--- src/sv/lru_buffer_frame_manager_macros.svh ---
// ----------------------------------------------------------------------------
// LRU buffer frame manager assertion macros
// Shorthand for clocked assertions with reset disable.
// ----------------------------------------------------------------------------
`ifndef LRU_BUFFER_FRAME_MANAGER_MACROS_SVH
`define LRU_BUFFER_FRAME_MANAGER_MACROS_SVH

// Same-cycle implication.
`define LBFM_ASSERT_IMP(label, ante, cons, msg) \
  label: assert property (@(posedge clk_i) disable iff (!rst_ni) (ante) |-> (cons)) \
    else $error(msg);

// Next-cycle implication.
`define LBFM_ASSERT_NXT(label, ante, cons, msg) \
  label: assert property (@(posedge clk_i) disable iff (!rst_ni) (ante) |=> (cons)) \
    else $error(msg);

// Plain invariant.
`define LBFM_ASSERT_ALWAYS(label, cond, msg) \
  label: assert property (@(posedge clk_i) disable iff (!rst_ni) (cond)) \
    else $error(msg);

`endif

--- src/sv/lbfm_pkg.sv ---
// ----------------------------------------------------------------------------
// lbfm_pkg
// Shared widths, command codes and the structs passed along the frame chain.
// ----------------------------------------------------------------------------
package lbfm_pkg;

  localparam int unsigned FILE_W      = 16;
  localparam int unsigned BLOCK_W     = 32;
  localparam int unsigned FRAME_OUT_W = 4;
  localparam int unsigned IN_DATA_W   = 48;
  localparam int unsigned OUT_DATA_W  = 56;

  localparam logic CMD_LOOKUP = 1'b0;
  localparam logic CMD_DELETE = 1'b1;

  // Search token handed from cell to cell.
  typedef struct packed {
    logic               active;
    logic               found;
    logic               victim_valid;
    logic [FILE_W-1:0]  victim_file;
    logic [BLOCK_W-1:0] victim_block;
  } link_t;

  // Update broadcast to every cell.
  typedef struct packed {
    logic en;
    logic mru;
    logic lru;
    logic set_tag;
    logic clear;
  } upd_t;

endpackage

--- src/sv/lbfm_cell.sv ---
// ----------------------------------------------------------------------------
// lbfm_cell
// One frame: valid bit, tag and recency rank, plus one stage of the search
// chain that collects the matching frame and the least recent frame.
// ----------------------------------------------------------------------------
module lbfm_cell
  import lbfm_pkg::*;
#(
  parameter int unsigned FRAMES = 16,
  parameter int unsigned INDEX  = 0
) (
  input  logic                                      clk_i,
  input  logic                                      rst_ni,
  input  logic [FILE_W-1:0]                         req_file_i,
  input  logic [BLOCK_W-1:0]                        req_block_i,
  input  link_t                                     link_i,
  input  logic [((FRAMES > 1) ? $clog2(FRAMES) : 1)-1:0] match_idx_i,
  input  logic [((FRAMES > 1) ? $clog2(FRAMES) : 1)-1:0] match_rank_i,
  input  logic [((FRAMES > 1) ? $clog2(FRAMES) : 1)-1:0] victim_idx_i,
  output link_t                                     link_o,
  output logic [((FRAMES > 1) ? $clog2(FRAMES) : 1)-1:0] match_idx_o,
  output logic [((FRAMES > 1) ? $clog2(FRAMES) : 1)-1:0] match_rank_o,
  output logic [((FRAMES > 1) ? $clog2(FRAMES) : 1)-1:0] victim_idx_o,
  input  upd_t                                      upd_i,
  input  logic [((FRAMES > 1) ? $clog2(FRAMES) : 1)-1:0] upd_idx_i,
  input  logic [((FRAMES > 1) ? $clog2(FRAMES) : 1)-1:0] upd_rank_i,
  output logic                                      hit_o,
  output logic                                      victim_o
);

  localparam int unsigned IW = (FRAMES > 1) ? $clog2(FRAMES) : 1;
  localparam logic [IW-1:0] MyIdx    = IW'(INDEX);
  localparam logic [IW-1:0] LastRank = IW'(FRAMES - 1);

  logic               valid_q, valid_d;
  logic [IW-1:0]      rank_q, rank_d;
  logic [FILE_W-1:0]  file_q;
  logic [BLOCK_W-1:0] block_q;
  link_t              link_q, link_d;
  logic [IW-1:0]      midx_q, midx_d, mrank_q, mrank_d, vidx_q, vidx_d;
  logic               hit, take, victim, selected;

  assign hit      = valid_q && (file_q == req_file_i) && (block_q == req_block_i);
  assign victim   = (rank_q == LastRank);
  assign take     = link_i.active && hit && (!link_i.found || (rank_q < match_rank_i));
  assign selected = upd_i.en && (upd_idx_i == MyIdx);

  // Chain stage: merge own frame into the passing token.
  always_comb begin
    link_d  = link_i;
    midx_d  = match_idx_i;
    mrank_d = match_rank_i;
    vidx_d  = victim_idx_i;
    if (take) begin
      link_d.found = 1'b1;
      midx_d       = MyIdx;
      mrank_d      = rank_q;
    end
    if (link_i.active && victim) begin
      link_d.victim_valid = valid_q;
      link_d.victim_file  = file_q;
      link_d.victim_block = block_q;
      vidx_d              = MyIdx;
    end
  end

  // Rank and valid update from the broadcast.
  always_comb begin
    rank_d  = rank_q;
    valid_d = valid_q;
    if (upd_i.en) begin
      if (upd_i.mru && (rank_q < upd_rank_i)) begin
        rank_d = rank_q + 1'b1;
      end
      if (upd_i.lru && (rank_q > upd_rank_i)) begin
        rank_d = rank_q - 1'b1;
      end
    end
    if (selected) begin
      rank_d = upd_i.mru ? '0 : LastRank;
      if (upd_i.set_tag) begin
        valid_d = 1'b1;
      end
      if (upd_i.clear) begin
        valid_d = 1'b0;
      end
    end
  end

  always_ff @(posedge clk_i or negedge rst_ni) begin
    if (!rst_ni) begin
      valid_q <= 1'b0;
      rank_q  <= MyIdx;
      link_q  <= '0;
    end else begin
      valid_q <= valid_d;
      rank_q  <= rank_d;
      link_q  <= link_d;
    end
  end

  always_ff @(posedge clk_i) begin
    midx_q  <= midx_d;
    mrank_q <= mrank_d;
    vidx_q  <= vidx_d;
    if (selected && upd_i.set_tag) begin
      file_q  <= req_file_i;
      block_q <= req_block_i;
    end
  end

  assign link_o       = link_q;
  assign match_idx_o  = midx_q;
  assign match_rank_o = mrank_q;
  assign victim_idx_o = vidx_q;
  assign hit_o        = hit;
  assign victim_o     = victim;

endmodule

--- src/sv/lru_buffer_frame_manager.sv ---
// Flow: an accepted request starts a search token that walks the frame chain
// one cell per cycle; the result is loaded and the update applied once the
// result register is free, which a stalled downstream side can hold off.
// A new request is taken only after the previous result has been loaded.
// Reset: every frame empty, frame i at recency rank i, no result pending.
// ----------------------------------------------------------------------------
// lru_buffer_frame_manager
// Fully associative LRU buffer pool built as a chain of frame cells.
// ----------------------------------------------------------------------------
`include "lru_buffer_frame_manager_macros.svh"

module lru_buffer_frame_manager
  import lbfm_pkg::*;
#(
  parameter int unsigned FRAMES = 16
) (
  input  logic                  clk_i,
  input  logic                  rst_ni,
  // request side
  input  logic                  s_axis_tvalid_i,
  output logic                  s_axis_tready_o,
  input  logic [IN_DATA_W-1:0]  s_axis_tdata_i,  // file_num[15:0], block_num[47:16]
  input  logic                  s_axis_tuser_i,  // cmd[0]
  // result side
  output logic                  m_axis_tvalid_o,
  input  logic                  m_axis_tready_i,
  output logic [OUT_DATA_W-1:0] m_axis_tdata_o   // hit[0], frame[4:1], write_back[5],
                                                 // old_file_num[21:6],
                                                 // old_block_num[53:22],
                                                 // removed[54], zero[55]
);

  localparam int unsigned IW = (FRAMES > 1) ? $clog2(FRAMES) : 1;
  localparam logic [IW-1:0] LastRank = IW'(FRAMES - 1);

  // Sequencer: idle, token in the chain, result/update pending.
  localparam logic [1:0] ST_IDLE  = 2'd0;
  localparam logic [1:0] ST_SWEEP = 2'd1;
  localparam logic [1:0] ST_DONE  = 2'd2;

  logic [1:0] state_q, state_d;
  logic       start_q, start_d;

  // Held request, broadcast to every cell.
  logic               cmd_q;
  logic [FILE_W-1:0]  file_q;
  logic [BLOCK_W-1:0] block_q;

  // Captured search outcome.
  link_t         res_q;
  logic [IW-1:0] res_midx_q, res_mrank_q, res_vidx_q;

  // Result register.
  logic                  out_valid_q, out_valid_d;
  logic [OUT_DATA_W-1:0] out_data_q, out_data_d;

  logic in_acc, out_free, finish;

  // Chain wiring.
  link_t         links      [FRAMES+1];
  logic [IW-1:0] midx_lnk   [FRAMES+1];
  logic [IW-1:0] mrank_lnk  [FRAMES+1];
  logic [IW-1:0] vidx_lnk   [FRAMES+1];
  logic [FRAMES-1:0] hit_vec, victim_vec;

  upd_t          upd;
  logic [IW-1:0] upd_idx, upd_rank;

  assign s_axis_tready_o = (state_q == ST_IDLE);
  assign in_acc          = s_axis_tvalid_i && s_axis_tready_o;
  assign out_free        = !out_valid_q || m_axis_tready_i;
  assign finish          = (state_q == ST_DONE) && out_free;

  // Fresh token enters cell 0 the cycle after accept.
  always_comb begin
    links[0]        = '0;
    links[0].active = start_q;
    midx_lnk[0]     = '0;
    mrank_lnk[0]    = '0;
    vidx_lnk[0]     = '0;
  end

  for (genvar i = 0; i < FRAMES; i++) begin : g_cell
    lbfm_cell #(
      .FRAMES (FRAMES),
      .INDEX  (i)
    ) u_cell (
      .clk_i        (clk_i),
      .rst_ni       (rst_ni),
      .req_file_i   (file_q),
      .req_block_i  (block_q),
      .link_i       (links[i]),
      .match_idx_i  (midx_lnk[i]),
      .match_rank_i (mrank_lnk[i]),
      .victim_idx_i (vidx_lnk[i]),
      .link_o       (links[i+1]),
      .match_idx_o  (midx_lnk[i+1]),
      .match_rank_o (mrank_lnk[i+1]),
      .victim_idx_o (vidx_lnk[i+1]),
      .upd_i        (upd),
      .upd_idx_i    (upd_idx),
      .upd_rank_i   (upd_rank),
      .hit_o        (hit_vec[i]),
      .victim_o     (victim_vec[i])
    );
  end

  // Sequencer.
  always_comb begin
    state_d = state_q;
    start_d = 1'b0;
    unique case (state_q)
      ST_IDLE: begin
        if (in_acc) begin
          state_d = ST_SWEEP;
          start_d = 1'b1;
        end
      end
      ST_SWEEP: begin
        if (links[FRAMES].active) begin
          state_d = ST_DONE;
        end
      end
      ST_DONE: begin
        if (out_free) begin
          state_d = ST_IDLE;
        end
      end
      default: begin
        state_d = ST_IDLE;
      end
    endcase
  end

  // Update broadcast, applied in the cycle the result is loaded.
  always_comb begin
    upd         = '0;
    upd.en      = finish && ((cmd_q == CMD_LOOKUP) || res_q.found);
    upd.mru     = (cmd_q == CMD_LOOKUP);
    upd.lru     = (cmd_q == CMD_DELETE) && res_q.found;
    upd.set_tag = (cmd_q == CMD_LOOKUP) && !res_q.found;
    upd.clear   = (cmd_q == CMD_DELETE) && res_q.found;
    upd_idx     = upd.set_tag ? res_vidx_q : res_midx_q;
    upd_rank    = upd.set_tag ? LastRank : res_mrank_q;
  end

  // Result fields.
  logic [IW-1:0]          frame_idx;
  logic [FRAME_OUT_W-1:0] frame_out;
  logic                   r_hit, r_wb, r_removed;
  logic [FILE_W-1:0]      r_file;
  logic [BLOCK_W-1:0]     r_block;

  always_comb begin
    r_hit     = res_q.found;
    r_removed = (cmd_q == CMD_DELETE) && res_q.found;
    r_wb      = (cmd_q == CMD_LOOKUP) && !res_q.found && res_q.victim_valid;
    r_file    = r_wb ? res_q.victim_file : '0;
    r_block   = r_wb ? res_q.victim_block : '0;
    if (res_q.found) begin
      frame_idx = res_midx_q;
    end else if (cmd_q == CMD_LOOKUP) begin
      frame_idx = res_vidx_q;
    end else begin
      frame_idx = '0;
    end
  end

  // Frame field carries the low bits of the index.
  if (IW >= FRAME_OUT_W) begin : g_frame_trunc
    assign frame_out = frame_idx[FRAME_OUT_W-1:0];
  end else begin : g_frame_ext
    assign frame_out = {{(FRAME_OUT_W - IW){1'b0}}, frame_idx};
  end

  always_comb begin
    out_valid_d = out_valid_q;
    out_data_d  = out_data_q;
    if (out_valid_q && m_axis_tready_i) begin
      out_valid_d = 1'b0;
    end
    if (finish) begin
      out_valid_d = 1'b1;
      out_data_d  = {1'b0, r_removed, r_block, r_file, r_wb, frame_out, r_hit};
    end
  end

  always_ff @(posedge clk_i or negedge rst_ni) begin
    if (!rst_ni) begin
      state_q     <= ST_IDLE;
      start_q     <= 1'b0;
      out_valid_q <= 1'b0;
    end else begin
      state_q     <= state_d;
      start_q     <= start_d;
      out_valid_q <= out_valid_d;
    end
  end

  always_ff @(posedge clk_i) begin
    out_data_q <= out_data_d;
    if (in_acc) begin
      cmd_q   <= s_axis_tuser_i;
      file_q  <= s_axis_tdata_i[FILE_W-1:0];
      block_q <= s_axis_tdata_i[FILE_W+BLOCK_W-1:FILE_W];
    end
    if ((state_q == ST_SWEEP) && links[FRAMES].active) begin
      res_q       <= links[FRAMES];
      res_midx_q  <= midx_lnk[FRAMES];
      res_mrank_q <= mrank_lnk[FRAMES];
      res_vidx_q  <= vidx_lnk[FRAMES];
    end
  end

  assign m_axis_tvalid_o = out_valid_q;
  assign m_axis_tdata_o  = out_data_q;

  // Exactly one frame holds the least recent rank.
  `LBFM_ASSERT_ALWAYS(a_one_victim, $onehot(victim_vec), "rank order lost: victim not unique")
  // Valid tags stay unique, so at most one frame matches.
  `LBFM_ASSERT_ALWAYS(a_one_match, $onehot0(hit_vec), "duplicate tag in frames")
  // No new request while one is in flight.
  `LBFM_ASSERT_NXT(a_busy_after_accept, in_acc, !s_axis_tready_o, "request taken while busy")
  // Token leaves the chain only during a sweep.
  `LBFM_ASSERT_IMP(a_token_in_sweep, links[FRAMES].active, state_q == ST_SWEEP,
                   "search token outside sweep")

endmodule

--- config.mk ---
export PLATFORM = sky130hd
export DESIGN_NAME = lru_buffer_frame_manager
export DESIGN_NICKNAME = d
export VERILOG_FILES = /design/src/sv/lbfm_pkg.sv /design/src/sv/lbfm_cell.sv /design/src/sv/lru_buffer_frame_manager.sv
export VERILOG_INCLUDE_DIRS = /design/src /design/src/sv
export SDC_FILE = /design/constraint.sdc
export NUM_CORES = 2
export LEC_CHECK = 0
export ABC_CLOCK_PERIOD_IN_PS = 7600
export BUFFER_PORTS_ARGS = -buffer_cell sky130_fd_sc_hd__buf_2
export CORE_UTILIZATION = 40
export DETAILED_ROUTE_END_ITERATION = 10
export SKIP_CTS_REPAIR_TIMING = 1
export SLEW_MARGIN = 20
export SYNTH_ARGS = -nofsm -noshare
export SYNTH_HDL_FRONTEND = slang
export SYNTH_SLANG_ARGS = --single-unit
--- constraint.sdc ---
create_clock -name clk_i -period 7.6 [get_ports clk_i]
set_clock_uncertainty 0.1 [all_clocks]
set_input_delay 1.14 -clock clk_i [delete_from_list [all_inputs] [get_ports clk_i]]
set_output_delay 1.14 -clock clk_i [all_outputs]
set_load 0.005 [all_outputs]
==> metrics.md <==
| Metric | Value |
|---|---|
| Status | `finished, final reports clean` |
| Top_reg_cell synth | `edfxtp_1` |
| Die width | `455 um` |
| Design Area, Final | `93200 um2` |
| Leakage | `39.8 nW` |
| Drt first pass iters | `8` |
| Die Span Y | `455 um` |
| Synth area leader | `edfxtp_1` |
| Max Fanout on Critical Path | `75` |
| Crit end category | `register` |
| Met1 GRT Util | `30.1%` |
| Hold crit path type | `in -> async` |
| Sw Share | `21.9%` |
| Number of cell rows | `165` |
| Clock latency on the worst-skew pair | `0.85 ns` |
| DP Area | `86200 um2` |
| CTS tree | `done` |
| Worst Setup Path Type | `reg -> reg` |
| FFs w/ async S/R, synth | `45.1%` |
| Critical path's slowest cell | `nor2_4` |
| Grt met2 use | `37.1%` |
| Max IR drop VDD | `258 uV` |
| Final Max Slew Viols | `0` |
| Port bufs | `109` |
| Initial Utilization | `40.4%` |
| H-tree levels | `4` |
| Final Wtd Congestion | `0.894` |
| Slew @ Worst Pin | `1.09 ns` |
| Cell Area, Synth | `81900 um2` |
| GR Layer Usage met3 | `3.34%` |
| Yosys reg bits | `1996` |
| Pint | `17.5 mW` |
| Fin. Hold Viols | `0` |
| Post-synth EDFFs | `934` |
| Crit start category | `register` |
| Core area | `203000 um2` |
| Initial antenna violation count | `8` |
| Starting DRT DRC Count | `4196` |
| Wirelength per Cell | `26.0 um` |
| Pwr/cell area | `240 nW/um2` |
| Via count | `47300` |
| Layer with the highest usage | `met2` |
| First-pass GRT wire length | `339000 um` |
| Max clock buf depth | `3` |
| Slowest stage delay, CP | `0.78 ns` |
| Crit path top cell by count | `buf_4` |
| Final TNS setup | `0 ns` |
| Synth Instances | `5918` |
| Largest net degree at the start of global routing | `176` |
| DIE AREA | `207000 um2` |
| Endpoints failing setup | `0` |
| Adder-Cell Fraction of Synth Area | `2.11%` |
| Syn_area_per_cell | `13.8 um2` |
| # IOs | `111` |
| Vias in the first global route | `48700` |
| Dominant cells by area after synthesis | `edfxtp_1, dfrtp_1, mux2_2` |
| FMAX | `191 MHz` |
| Grt ovf | `0` |
| Min Tclk post-route | `5.23 ns` |
| Post-synthesis mux area share | `8.60%` |
| Psw | `4.89 mW` |
| Clk sinks | `1996` |
| Simple-Gate Fraction of Synth Area | `9.19%` |
| Final worst-path cycle share | `68.8%` |
| Total power | `22.4 mW` |
| Cell variety after synth | `95` |
| Root buf cell | `clkbuf_16` |
| Worst slew margin | `26.9%` |
| Clock power share | `45.7%` |
| Synth Area in Compound Gates | `4.22%` |
| Reg power frac | `51.1%` |
| Final nets | `6308` |
| RSZ-0062 raised after global routing | `false` |
| Critical Path, Cell by Cell | `buf_4, inv_1, buf_4, ha_2, buf_4, or3b_1, a2111o_1, or2_2, nor2_4, buf_4` |
| Largest family of logic cells by synthesized area | `simple AND/OR/NAND/NOR gates` |
| Fill cells | `17800` |
| Share of cells above drive strength 1 | `20.5%` |
| CTS Buf Count | `200` |
| DRC viols | `0` |
| Reg clk slew, reported paths | `0.06 ns` |
| Sequential area share after synthesis | `65.7%` |
| Antenna Nets Post-Route | `0` |
| WL final | `233000 um` |
| Post-synth net total | `6099` |
| Synth top area share | `34.2%` |
| Max-Cap Viols | `0` |
| Synth Area in XOR/XNOR | `7.72%` |
| GRT Total Usage | `22.6%` |
| Worst Path Arrival | `5.65 ns` |
| Area growth syn-to-layout | `13.7%` |
| Logic pwr share | `3.3%` |
| Critical Path RT | `8.02 ns` |
| Synth warnings | `0` |
| HPWL Detailed | `164000 um` |
| Vias per cell | `5.27` |
registers in the layout, indices dropped and copies added (netlist names), 16 cells and up:
name                        flops
m_axis_tdata_o                 55
g_cell.u_cell.file_q          256
g_cell.u_cell.valid_q          16
g_cell.u_cell.match_idx_o      49
g_cell.u_cell.match_rank_o     64
file_q                         16
g_cell.u_cell.rank_q           64
g_cell.u_cell.victim_idx_o     49
block_q                        32
res_q                          49
g_cell.u_cell.block_q         512
g_cell.u_cell.link_o          816
routing by layer:
layer  wire [um]  part of all wire [%]
met1      100000                    43
met2      112000                    48
met3       11600                   5.0
met4        9270                   4.0
met5           0                     0
through the flow:
stage | cells | utilization [%] | setup WS, ns | hold WS (ns)
6_report | 8981 | 45.9 | 2.37 | 0.222
5_1_grt | 8978 | 45.9 | 2.15 | 0.237
4_1_cts | 8976 | 45.9 | 2.35 | 0.217
3_5_place_dp | 8595 | 42.5 | 2.39 | 0.290
3_3_place_gp | 8595 | 42.5 | 2.47 | 0.288
2_1_floorplan | 5918 | - | 2.02 | 0.274
path summary, 6_finish.rpt:
kind	startpoint	to	slack, ns	cells past startpoint
setup / recovery	cmd_q	g_cell[4].u_cell.block_q[17]	2.37	10
hold / removal	rst_ni	g_cell[10].u_cell.rank_q[0]	0.22	1
setup reg to reg	cmd_q	g_cell[4].u_cell.block_q[17]	2.37	10
hold reg to reg	g_cell[8].u_cell.match_idx_o[0]	g_cell[9].u_cell.match_idx_o[0]	0.30	1
max in group asynchronous	rst_ni	g_cell[3].u_cell.link_o[5]	5.60	2
min in group clk_i	g_cell[8].u_cell.match_idx_o[0]	g_cell[9].u_cell.match_idx_o[0]	0.30	1
power groups by stage:
| stage | clock network (mW) | logic, mW | registers [mW] |
|---|---|---|---|
| floorplan | 0 | 0.397 | 11.6 |
| global placement | 0 | 0.721 | 11.6 |
| detailed placement | 0 | 0.734 | 11.6 |
| CTS | 10.4 | 0.739 | 11.4 |
| global route | 10.8 | 0.809 | 11.4 |
| finish | 10.2 | 0.731 | 11.4 |
cells in the mapped netlist (all sizes together), types with 14 or more instances:
library cell and instances:
clkbuf 136, fa 16, a2111oi 18, buf 126, or4 20, nand3 51, xnor2 148, edfxtp 934
dfxtp 162, nor2b 66, o22ai 20, nor4 167, mux2 589, a21oi 62, mux2i 37, o311a 16
and3 63, o2111ai 22, o21ai 108, nor2 67, nand2 687, dfrtp 868, o31ai 28, a221oi 15
or3 27, inv 199, dfstp 32, or2 18, nor3 57, a21o 52, a21boi 14, ha 112
nand2b 91, nand4 80, a31oi 14, o211ai 15, and2 84, xor2 573
cell type report:
class / instances / area (um2) / share of cell area [%]
flip-flops and latches: 1996 / 53900 / 57.8
multi-input cells: 3461 / 26300 / 28.3
clock buffers: 293 / 5800 / 6.22
well taps: 2672 / 3340 / 3.59
repair buffers: 269 / 1970 / 2.12
clock inverters: 88 / 1110 / 1.20
inverters: 199 / 747 / 0.802
diodes: 3 / 7.51 / 0.00806
logic make-up after synthesis:
| logic type | count (synthesis) |
|---|---|
| AOI/OAI and AO/OA | 481 |
| xor gates and xnor gates | 721 |
| adders and majority gates | 129 |
| buffers and inverters | 461 |
| DFF | 1996 |
| muxes | 626 |
| other | 1 |
| and+or+nand+nor | 1503 |
placed cells by master, fill, tap and decap left out, types with 20 or more instances in the layout:
cell,instances
a21o_1,52
a21oi_1,61
and2_1,83
and3_1,63
buf_2,108
buf_4,143
clkbuf_1,52
clkbuf_16,203
clkbuf_8,38
clkinv_2,26
dfrtp_1,868
dfstp_2,32
dfxtp_1,162
edfxtp_1,934
ha_1,111
inv_1,196
mux2_2,577
mux2i_1,37
nand2_1,687
nand2b_1,91
nand3_1,36
nand4_1,80
nor2_1,47
nor2b_1,66
nor3_1,52
nor4_1,158
o2111ai_1,22
o21ai_0,97
o22ai_1,20
o31ai_1,26
or3_1,26
or4_1,20
xnor2_1,147
xor2_1,573
worst max-delay path, delay by kind of cell, from the launching register on:
| family | cells | cell delay, ns |
|---|---|---|
| buf+inv | 5 | 1.61 |
| fa+ha+maj | 1 | 0.57 |
| flops | 1 | 0.35 |
| compound gates | 1 | 0.57 |
| simple gates | 3 | 1.64 |
No activity file was read; power rests on OpenSTA's default activity.
